--- config.mk ---
export PLATFORM = sky130hd
export DESIGN_NAME = qpsh_hash
export DESIGN_NICKNAME = d
export VERILOG_FILES = /design/src/rtl/qpsh_pkg.sv /design/src/rtl/qpsh_hash.sv
export SDC_FILE = /design/constraint.sdc
export NUM_CORES = 1
export LEC_CHECK = 0
export BUFFER_PORTS_ARGS = -buffer_cell sky130_fd_sc_hd__buf_2
export CORE_ASPECT_RATIO = 2
export CORE_MARGIN = 3
export CORE_UTILIZATION = 51
export CTS_CLUSTER_SIZE = 12
export DETAILED_ROUTE_END_ITERATION = 7
export GPL_ROUTABILITY_DRIVEN = 0
export PLACE_DENSITY = 0.83
export SLEW_MARGIN = 25
export SYNTH_ARGS = -nofsm -noshare
export SYNTH_HDL_FRONTEND = slang
export SYNTH_SLANG_ARGS = --single-unit
--- constraint.sdc ---
create_clock -name clk -period 6.7 [get_ports clk]
set_input_delay 0.335 -clock clk [delete_from_list [all_inputs] [get_ports clk]]
set_output_delay 0.335 -clock clk [all_outputs]
set_load 0.01 [all_outputs]
--- src/rtl/qpsh_pkg.sv ---
// ----------------------------------------------------------------------------
// qpsh_pkg - shared types and constants of the quadratic probe hash table
// Beat formats of both channels, status codes, state encodings and the fixed
// widths of the key hash datapath.
// ----------------------------------------------------------------------------
`default_nettype none

package qpsh_pkg;

	localparam int LOW_W        = 64;
	localparam int HIGH_W       = 48;
	localparam int KEY_W        = LOW_W + HIGH_W;
	localparam int MAX_KEY_BYTES = 14;
	localparam int BYTE_CNT_W   = 4;
	localparam int SLOT_W       = 7;
	localparam int ACC_W        = 5;

	localparam int HASH_MUL     = 19;
	localparam int PROBE_LIN    = 23;

	// byte sum of a 14 byte key stays below 2^15, times 19 below 2^19
	localparam int SUM_W        = 15;
	localparam int BASE_W       = 19;
	// remainder unit works on 4 bits of the base per cycle
	localparam int MOD_DIGIT    = 4;
	localparam int MOD_STEPS    = 5;
	localparam int SH_W         = MOD_DIGIT * MOD_STEPS;
	localparam int STEP_CNT_W   = 3;

	typedef enum logic [2:0] {
		ST_INSERTED  = 3'd0,
		ST_DUPLICATE = 3'd1,
		ST_NO_FREE   = 3'd2,
		ST_REMOVED   = 3'd3,
		ST_NOT_FOUND = 3'd4
	} status_t;

	typedef enum logic {
		ACT_INSERT = 1'b0,
		ACT_REMOVE = 1'b1
	} action_t;

	typedef struct packed {
		action_t             action;
		logic [LOW_W-1:0]    key_low;
		logic [HIGH_W-1:0]   key_high;
	} req_t;

	typedef struct packed {
		logic [SLOT_W-1:0]   slot;
		status_t             status;
		logic [ACC_W-1:0]    accesses;
	} rsp_t;

	typedef enum logic [1:0] {
		H_IDLE,
		H_SUM,
		H_MUL,
		H_MOD
	} hash_state_t;

	typedef enum logic [2:0] {
		T_CLEAR,
		T_IDLE,
		T_HASH,
		T_READ,
		T_PROBE,
		T_FIN
	} top_state_t;

endpackage

`default_nettype wire

--- src/rtl/qpsh_hash.sv ---
// ----------------------------------------------------------------------------
// qpsh_hash - key canonicalization and home slot computation
// Cuts the key at its first zero byte, sums byte*(position+1) one byte per
// cycle, scales by 19 and reduces modulo the table size four bits a cycle.
// ----------------------------------------------------------------------------
`default_nettype none

module qpsh_hash #(
	parameter int TABLE_SIZE = 101,
	parameter int KEY_BYTES  = 14
) (
	input  logic                                   clk,
	input  logic                                   arst_n,
	input  logic                                   start,
	input  logic [qpsh_pkg::LOW_W-1:0]             key_low,
	input  logic [qpsh_pkg::HIGH_W-1:0]            key_high,
	output logic [qpsh_pkg::KEY_W-1:0]             ckey,
	output logic                                   done,
	output logic [$clog2(TABLE_SIZE)-1:0]          home
);
	import qpsh_pkg::*;

	localparam int IDX_W = $clog2(TABLE_SIZE);
	localparam logic [IDX_W:0] SIZE_X = (IDX_W+1)'(TABLE_SIZE);
	localparam logic [BYTE_CNT_W-1:0] LAST_BYTE = BYTE_CNT_W'(KEY_BYTES - 1);
	localparam logic [STEP_CNT_W-1:0] LAST_STEP = STEP_CNT_W'(MOD_STEPS - 1);

	function automatic logic [KEY_W-1:0] canonical_key(input logic [KEY_W-1:0] raw,
		input int nbytes);
		logic [KEY_W-1:0] res;
		logic             alive;
		res   = '0;
		alive = 1'b1;
		for (int i = 0; i < MAX_KEY_BYTES; i++) begin
			alive = alive && (i < nbytes) && (raw[i*8 +: 8] != 8'd0);
			if (alive) begin
				res[i*8 +: 8] = raw[i*8 +: 8];
			end
		end
		return res;
	endfunction

	hash_state_t             state_q, state_d;
	logic [KEY_W-1:0]        ckey_q;
	logic [SUM_W-1:0]        sum_q;
	logic [BYTE_CNT_W-1:0]   cnt_q;
	logic [SH_W-1:0]         sh_q;
	logic [IDX_W-1:0]        r_q, r_next;
	logic [STEP_CNT_W-1:0]   step_q;
	logic [7:0]              cur_byte;
	logic [11:0]             prod;

	assign cur_byte = ckey_q[{cnt_q, 3'b000} +: 8];
	assign prod     = 12'(cur_byte) * 12'(cnt_q + 4'd1);

	// four restoring remainder steps on the top digit of the shift register
	always_comb begin
		logic [IDX_W:0]   t;
		logic [IDX_W-1:0] r;
		r = r_q;
		for (int k = 0; k < MOD_DIGIT; k++) begin
			t = {r, sh_q[SH_W-1-k]};
			if (t >= SIZE_X) begin
				t = t - SIZE_X;
			end
			r = t[IDX_W-1:0];
		end
		r_next = r;
	end

	always_comb begin
		state_d = state_q;
		unique case (state_q)
			H_IDLE: if (start) state_d = H_SUM;
			H_SUM:  if (cnt_q == LAST_BYTE) state_d = H_MUL;
			H_MUL:  state_d = H_MOD;
			H_MOD:  if (step_q == LAST_STEP) state_d = H_IDLE;
			default: state_d = H_IDLE;
		endcase
	end

	always_comb begin
		done = 1'b0;
		unique case (state_q)
			H_MOD:   done = (step_q == LAST_STEP);
			default: done = 1'b0;
		endcase
	end

	assign home = r_next;
	assign ckey = ckey_q;

	always_ff @(posedge clk or negedge arst_n) begin
		if (!arst_n) begin
			state_q <= H_IDLE;
		end else begin
			state_q <= state_d;
		end
	end

	always_ff @(posedge clk) begin
		unique case (state_q)
			H_IDLE: begin
				if (start) begin
					ckey_q <= canonical_key({key_high, key_low}, KEY_BYTES);
					sum_q  <= '0;
					cnt_q  <= '0;
				end
			end
			H_SUM: begin
				sum_q <= sum_q + SUM_W'(prod);
				cnt_q <= cnt_q + 1'b1;
			end
			H_MUL: begin
				sh_q   <= SH_W'(BASE_W'(sum_q * HASH_MUL));
				r_q    <= '0;
				step_q <= '0;
			end
			H_MOD: begin
				sh_q   <= sh_q << MOD_DIGIT;
				r_q    <= r_next;
				step_q <= step_q + 1'b1;
			end
			default: begin
			end
		endcase
	end

endmodule

`default_nettype wire

# Yosys cells after proc, flatten, opt, wreduce, memory -nomap -nowiden
# Index checks and enable logic that the tools add are counted.
[word_totals]
regBits = 163
in_bits = 115
output_inout_bits = 120
wordCells = 92
[classes]
addsub = 8
multipliers = 2
order_cmp = 4
eq_ne = 8
n_shift = 1
n_mux = 16
reduce_logical = 33
[op_table]
columns = ["operator", "count"]
rows = [
  ["8-bit nonzero test", 14],
  ["112-bit by 8-bit variable part select with 8-bit output", 1],
  ["20-bit case mux with 2 select lines", 1],
  ["8-bit by 7-bit greater-or-equal comparator with 1-bit output, second input constant", 4],
  ["15-bit case mux with 2 select lines", 1],
  ["7-bit two-way mux", 4],
  ["7-bit subtractor, second input constant", 4],
  ["15-bit by 5-bit multiplier with 19-bit output, second input constant", 1],
  ["15-bit by 12-bit adder with 15-bit output", 1],
  ["15-bit two-way mux", 1],
  ["7-bit case mux with 2 select lines", 1],
  ["1-bit logical AND", 13],
  ["8-bit by 5-bit multiplier with 12-bit output", 1],
  ["2-bit case mux with 4 select lines", 1],
  ["4-bit case mux with 2 select lines", 1],
  ["2-bit two-way mux", 3],
  ["2-bit inequality test, second input constant", 3],
  ["3-bit case mux with 2 select lines", 1],
  ["4-bit by 1-bit adder with 5-bit output, second input constant", 1],
  ["4-bit by 1-bit adder with 4-bit output, second input constant", 1],
  ["2-bit equality test, second input constant", 2],
  ["4-bit equality test, second input constant", 1],
  ["4-bit two-way mux", 1],
  ["2-bit AND reduction", 2],
  ["7 further kinds", 8],
]

# Longest topological paths before layout
[depth]
depth_word = 14
depth_mapped = 30
ltp_nobuf = 28

# Least setup slack after synthesis
# Ideal clock, no wire load.
[synth_timing]
path_kind = "register to register"
startpoint = "register cnt_q[0]"
endpoint = "register sum_q[14] (data pin)"
setup_ns = 0.255
t_arrival_ns = 6.551
t_required_ns = 6.445
setup_slack_ns = -0.105
path_stages_with_launch = 27
path_buffers = 3
period_less_slack_ns = 6.805
path_cell_list = "edfxtp_1 > clkbuf_1 > clkbuf_1 > clkbuf_1 > mux2i_1 > nor2_1 > a221oi_1 > or2_2 > fa_1 > fa_1 > fa_1 > inv_1 > ha_1 > a21oi_1 > o21bai_1 > a21oi_1 > o21bai_1 > a21oi_1 > o21bai_1 > a21oi_1 > xnor2_1 > ha_1 > a2111oi_0 > nor3_1 > nand3_1 > xnor2_1 > and2_1"
[synth_between]
elab_chain_cells = 4
elab_cells_between_ends = 5
classes_between = "add/sub (2); mul (1); shift (1); mux (1)"
[synth_lines]
columns = ["item", "line_no", "rtl"]
rows = [
  ["start: declaration", "qpsh_hash.sv:46", "logic [BYTE_CNT_W-1:0] cnt_q;"],
  ["start signal: assignment", "qpsh_hash.sv:112", "cnt_q <= cnt_q + 1'b1;"],
  ["112-bit by 8-bit variable part select with 8-bit output or 4-bit by 1-bit adder with 5-bit output (tied branches)", "qpsh_hash.sv:53, qpsh_hash.sv:54", ""],
  ["8-bit by 5-bit multiplier with 12-bit output *", "qpsh_hash.sv:54", "assign prod = 12'(cur_byte) * 12'(cnt_q + 4'd1);"],
  ["15-bit by 12-bit adder with 15-bit output *", "qpsh_hash.sv:111", "sum_q <= sum_q + SUM_W'(prod);"],
  ["15-bit case mux with 2 select lines *", "qpsh_hash.sv:102", "unique case (state_q)"],
  ["end signal: assignment", "qpsh_hash.sv:111", ""],
  ["end: declaration", "qpsh_hash.sv:45", "logic [SUM_W-1:0] sum_q;"],
]
# Mark *: on every way between the ends. The rest lies on a longest branch, timed or not.
# A chain may end at the register's enable or synchronous reset.

# Worst setup path in the final report
[layout_timing]
startpoint = "register sh_q[19]"
endpoint = "output home[4]"
[layout_between]
elab_chain_cells = 8
elab_cells_between_ends = 12
classes_between = "add/sub (4); order compare (4); mux (4)"
[layout_lines]
columns = ["item", "line_no", "rtl"]
rows = [
  ["start: declaration", "qpsh_hash.sv:47", "logic [SH_W-1:0] sh_q;"],
  ["start signal: assignment", "qpsh_hash.sv:115", "sh_q <= SH_W'(BASE_W'(sum_q * HASH_MUL));"],
  ["start signal: assignment", "qpsh_hash.sv:120", "sh_q <= sh_q << MOD_DIGIT;"],
  ["7-bit subtractor or 8-bit by 7-bit greater-or-equal comparator with 1-bit output (tied branches)", "qpsh_hash.sv:64, qpsh_hash.sv:63", ""],
  ["7-bit two-way mux *", "qpsh_hash.sv:63", "if (t >= SIZE_X) begin"],
  ["7-bit subtractor or 8-bit by 7-bit greater-or-equal comparator with 1-bit output (tied branches)", "qpsh_hash.sv:64, qpsh_hash.sv:63", ""],
  ["7-bit two-way mux *", "qpsh_hash.sv:63", ""],
  ["7-bit subtractor or 8-bit by 7-bit greater-or-equal comparator with 1-bit output (tied branches)", "qpsh_hash.sv:64, qpsh_hash.sv:63", ""],
  ["7-bit two-way mux *", "qpsh_hash.sv:63", ""],
  ["7-bit subtractor or 8-bit by 7-bit greater-or-equal comparator with 1-bit output (tied branches)", "qpsh_hash.sv:64, qpsh_hash.sv:63", ""],
  ["7-bit two-way mux *", "qpsh_hash.sv:63", ""],
  ["end: declaration", "qpsh_hash.sv:19", "output logic [$clog2(TABLE_SIZE)-1:0] home"],
]
# Marked as above.

==> results.sh <==
export IMPL_post_drt_wl_per_cell_um=20.7
export IMPL_syn_instance_count=1042
export IMPL_cp_slowest_cell="sky130_fd_sc_hd__edfxtp_1"
export IMPL_coreArea_um2=22300
export IMPL_multi_input_comb_area_um2=6300
export IMPL_synthesis_area_per_instance_um2=11.2
export IMPL_synthesis_area_um2=11600
export IMPL_initial_utilization=0.523
export IMPL_root_buffer="sky130_fd_sc_hd__clkbuf_16"
export IMPL_route_final_wire_length_mm=32.5
export IMPL_synth_edf_count=161
export IMPL_cts_tree="yes"
export IMPL_drtPass1Iterations=5
export IMPL_flow_area_growth_from_synthesis_pct=19.0
export IMPL_report_final_setup_viol=0
export IMPL_outcome="complete, no violations"
export IMPL_crit_path_start_kind="register"
export IMPL_initialDrtViolationCount=516
export IMPL_worst_clock_skew_ns=0.0149
export IMPL_data_arrival_time_at_the_worst_slack_endpoint_ns=6.07
export IMPL_synth_cell_type_count=84
export IMPL_finalCriticalPeriod_ns=6.41
export IMPL_yosys_register_bits=163
export IMPL_final_seq_area_um2=4880
export IMPL_worstHoldStart="key_low[2]"
export IMPL_grt_start_max_net_pins=86
export IMPL_post_route_drc_count=0
export IMPL_cts_inserted_buffers=17
export IMPL_final_layout_size_suffix_gt1_frac=0.291
export IMPL_worst_slew_margin_rel=0.454
export IMPL_ys_dominant_reg_cell="sky130_fd_sc_hd__edfxtp_1"
export IMPL_cp_slowest_stage_delay_ns=0.43
export IMPL_postSynth_asyncResetShare=0.0123
export IMPL_clk_path_buf_depth=2
export IMPL_crit_path_max_fanout=8
export IMPL_crit_start="sh_q[19]$_SDFFCE_PN0P_"
export IMPL_grt_pass1_vias=9729
export IMPL_num_nets_final=1504
export IMPL_clkTransAtPathRegs_ns=0.08
export IMPL_synth_yosys_warnings=0
export IMPL_die_h_um=220
export IMPL_timing_final_max_slew_violations=0
export IMPL_htree_num_levels=4
export IMPL_place_port_buffers=234
export IMPL_finalCoreUtilization=0.622
export IMPL_number_of_antenna_violations_at_the_first_check_in_global_routing=0
export IMPL_overflow=0
export IMPL_fmaxAchievable_ghz=0.156
export IMPL_timing_max_cap_violations=0
export IMPL_antenna_violating_nets_post_route=0
export IMPL_tritoncts_num_sinks=163
export IMPL_io_pins=235
export IMPL_critical_path_endpoint_type="output port"
export IMPL_sequential_fraction_of_the_synthesis_area=0.420
export IMPL_hold_path_class="in2reg"
export IMPL_timing_worst_setup_path_type="reg2out"
export IMPL_r2r_start="cnt_q[0]$_SDFFCE_PN0P_"
export IMPL_fin_crit_sh=0.957
export IMPL_grt_pass1_wl_mm=50.3
export IMPL_required_time_worst_endpoint_ns=6.36
export IMPL_dr_total_vias=9205
export IMPL_die_width_um=113
export IMPL_die_area_um2=24800
export IMPL_std_cell_rows=77
export IMPL_global_route_usage_total=0.264
export IMPL_num_fill_cells=1740
export IMPL_finalHoldViolCount=0
export IMPL_via_count_normalized_by_instance_count=5.88
export IMPL_worst_slew_pin_tran_ns=0.818
export IMPL_antenna_cells=0
export IMPL_clk_insertion_delay_late_ns=0.44
export IMPL_hpwl_mm=25.8
export IMPL_synthesis_nets=1269
export IMPL_whs_ns=0.0766
[layout by cell type, fill, tap and decap left out, drive strengths merged, types with 11 or more instances in the layout]
master	netlist	final
nor2b	27	27
buf	7	250
fa	29	29
nor3	23	23
and2	121	121
xnor2	31	31
clkbuf	29	18
mux4	26	26
mux2i	21	21
edfxtp	161	161
nand2	40	40
xor2	12	12
inv	99	107
nor4	27	27
o21bai	15	15
nand3	16	16
o21ai	34	34
a21o	11	11
nand2b	13	13
nor2	59	59
ha	83	83
a21oi	38	38
[worst paths after layout]
check                      cells after the start  slack (ns)                 endpoint
min in group asynchronous                      2        0.22   state_q[1]$_DFFE_PN0P_
max in group asynchronous                      2        6.35   state_q[0]$_DFFE_PN0P_
hold / removal                                 1        0.08    ckey[2]$_SDFFCE_PN0P_
setup / recovery                              25        0.29                  home[4]
hold reg to reg                                2        0.55        sh_q[4]$_DFFE_PP_
setup reg to reg                              22        0.30  sum_q[14]$_SDFFCE_PN0P_
[state kept, by name (all words and copies together), names as in the netlist]
name and flops:
r_q 7, sh_q 20, step_q 3, sum_q 15
cnt_q 4, state_q 2, ckey 112
[per-layer routing]
layer  vias up  track usage  wire length [um]
li1       4237            -                 -
met4         0        0.156              2040
met2       378        0.526             19000
met3       109       0.0555              1760
met1      4481        0.233              9660
met5         -            0                 0
[worst max-delay path, delay by kind of cell (launching register included)]
kind	cells	cell delay (ns)
DFF	1	0.43
xor gates and xnor gates	1	0.26
buffers and inverters	3	0.37
and+or+nand+nor	9	1.44
AOI/OAI and AO/OA	7	1.81
adders and majority gates	4	0.96
muxes	1	0.36
[layout make-up]
type | instances | area share
multi-input combinational | 743 | 0.455
sequential | 163 | 0.353
timing repair buffer | 252 | 0.0978
clock buffer | 17 | 0.0307
inverter | 100 | 0.0271
tap | 276 | 0.0249
clock inverter | 15 | 0.0117
[cells by family (layout without fill, tap and decap cells)]
family	after synthesis	count (layout)	share of synthesized area
XOR/XNOR	43	43	0.0324
flip-flops	163	163	0.420
AND/OR/NAND/NOR	361	361	0.175
adder cells (fa/ha/maj)	112	112	0.139
multiplexers	54	54	0.0758
buffers and inverters	136	384	0.0442
AO/OA/AOI/OAI	173	173	0.114
[synthesized netlist by cell type (4+ instances only)]
master	count	share of area
sky130_fd_sc_hd__nor4_1	25	0.013
sky130_fd_sc_hd__nor2b_1	27	0.015
sky130_fd_sc_hd__buf_1	4	0.0013
sky130_fd_sc_hd__edfxtp_1	161	0.42
sky130_fd_sc_hd__a31oi_1	4	0.0021
sky130_fd_sc_hd__mux4_2	26	0.050
sky130_fd_sc_hd__a21oi_1	33	0.014
sky130_fd_sc_hd__xnor2_1	31	0.023
sky130_fd_sc_hd__inv_1	99	0.032
sky130_fd_sc_hd__o21a_1	4	0.0026
sky130_fd_sc_hd__fa_1	29	0.050
sky130_fd_sc_hd__ha_1	83	0.089
sky130_fd_sc_hd__mux2i_1	19	0.016
sky130_fd_sc_hd__a21o_1	11	0.0071
sky130_fd_sc_hd__nand3_1	14	0.0060
sky130_fd_sc_hd__clkbuf_1	29	0.0094
sky130_fd_sc_hd__xor2_1	12	0.0090
sky130_fd_sc_hd__o31ai_1	4	0.0026
sky130_fd_sc_hd__mux2_2	6	0.0058
sky130_fd_sc_hd__nand2_1	39	0.013
sky130_fd_sc_hd__o21bai_1	15	0.0097
sky130_fd_sc_hd__o21ai_1	4	0.0017
sky130_fd_sc_hd__o31a_1	7	0.0053
sky130_fd_sc_hd__a21boi_2	4	0.0039
sky130_fd_sc_hd__o22ai_1	5	0.0027
sky130_fd_sc_hd__a21oi_2	5	0.0038
sky130_fd_sc_hd__nor3_2	4	0.0034
sky130_fd_sc_hd__or3_1	4	0.0021
sky130_fd_sc_hd__o21ai_0	28	0.012
sky130_fd_sc_hd__and3_1	8	0.0043
sky130_fd_sc_hd__a211oi_1	4	0.0026
sky130_fd_sc_hd__nor2_1	56	0.018
sky130_fd_sc_hd__o211ai_1	4	0.0026
sky130_fd_sc_hd__nand2b_1	13	0.0070
sky130_fd_sc_hd__or4_1	4	0.0026
sky130_fd_sc_hd__nor3_1	19	0.0082
sky130_fd_sc_hd__and2_1	121	0.065
sky130_fd_sc_hd__or2_2	9	0.0048
[repair_timing]
action                                  in CTS  in global routing
gates resized for setup                      1                 14
buffers inserted                             0                  1
hold endpoints to repair                     2                  0
hold buffers                                 1                  0
cloned                                       0                  1
pin swaps                                    0                  2
endpoints found under the setup margin       1                 10
[per-stage QoR]
stage	setup slack, ns	instances	instance area [um^2]	TNS [ns]
2_1_floorplan	0.0865	1042	11600	0
3_3_place_gp	0.389	1531	13200	0
3_5_place_dp	0.200	1531	13200	0
4_1_cts	0.00836	1564	13800	0
5_1_grt	-0.0294	1566	13900	-0.0294
6_report	0.291	1566	13900	0
Power is not shown: default switching activity piles up to over one toggle a cycle in this logic, so the estimate is an artifact.
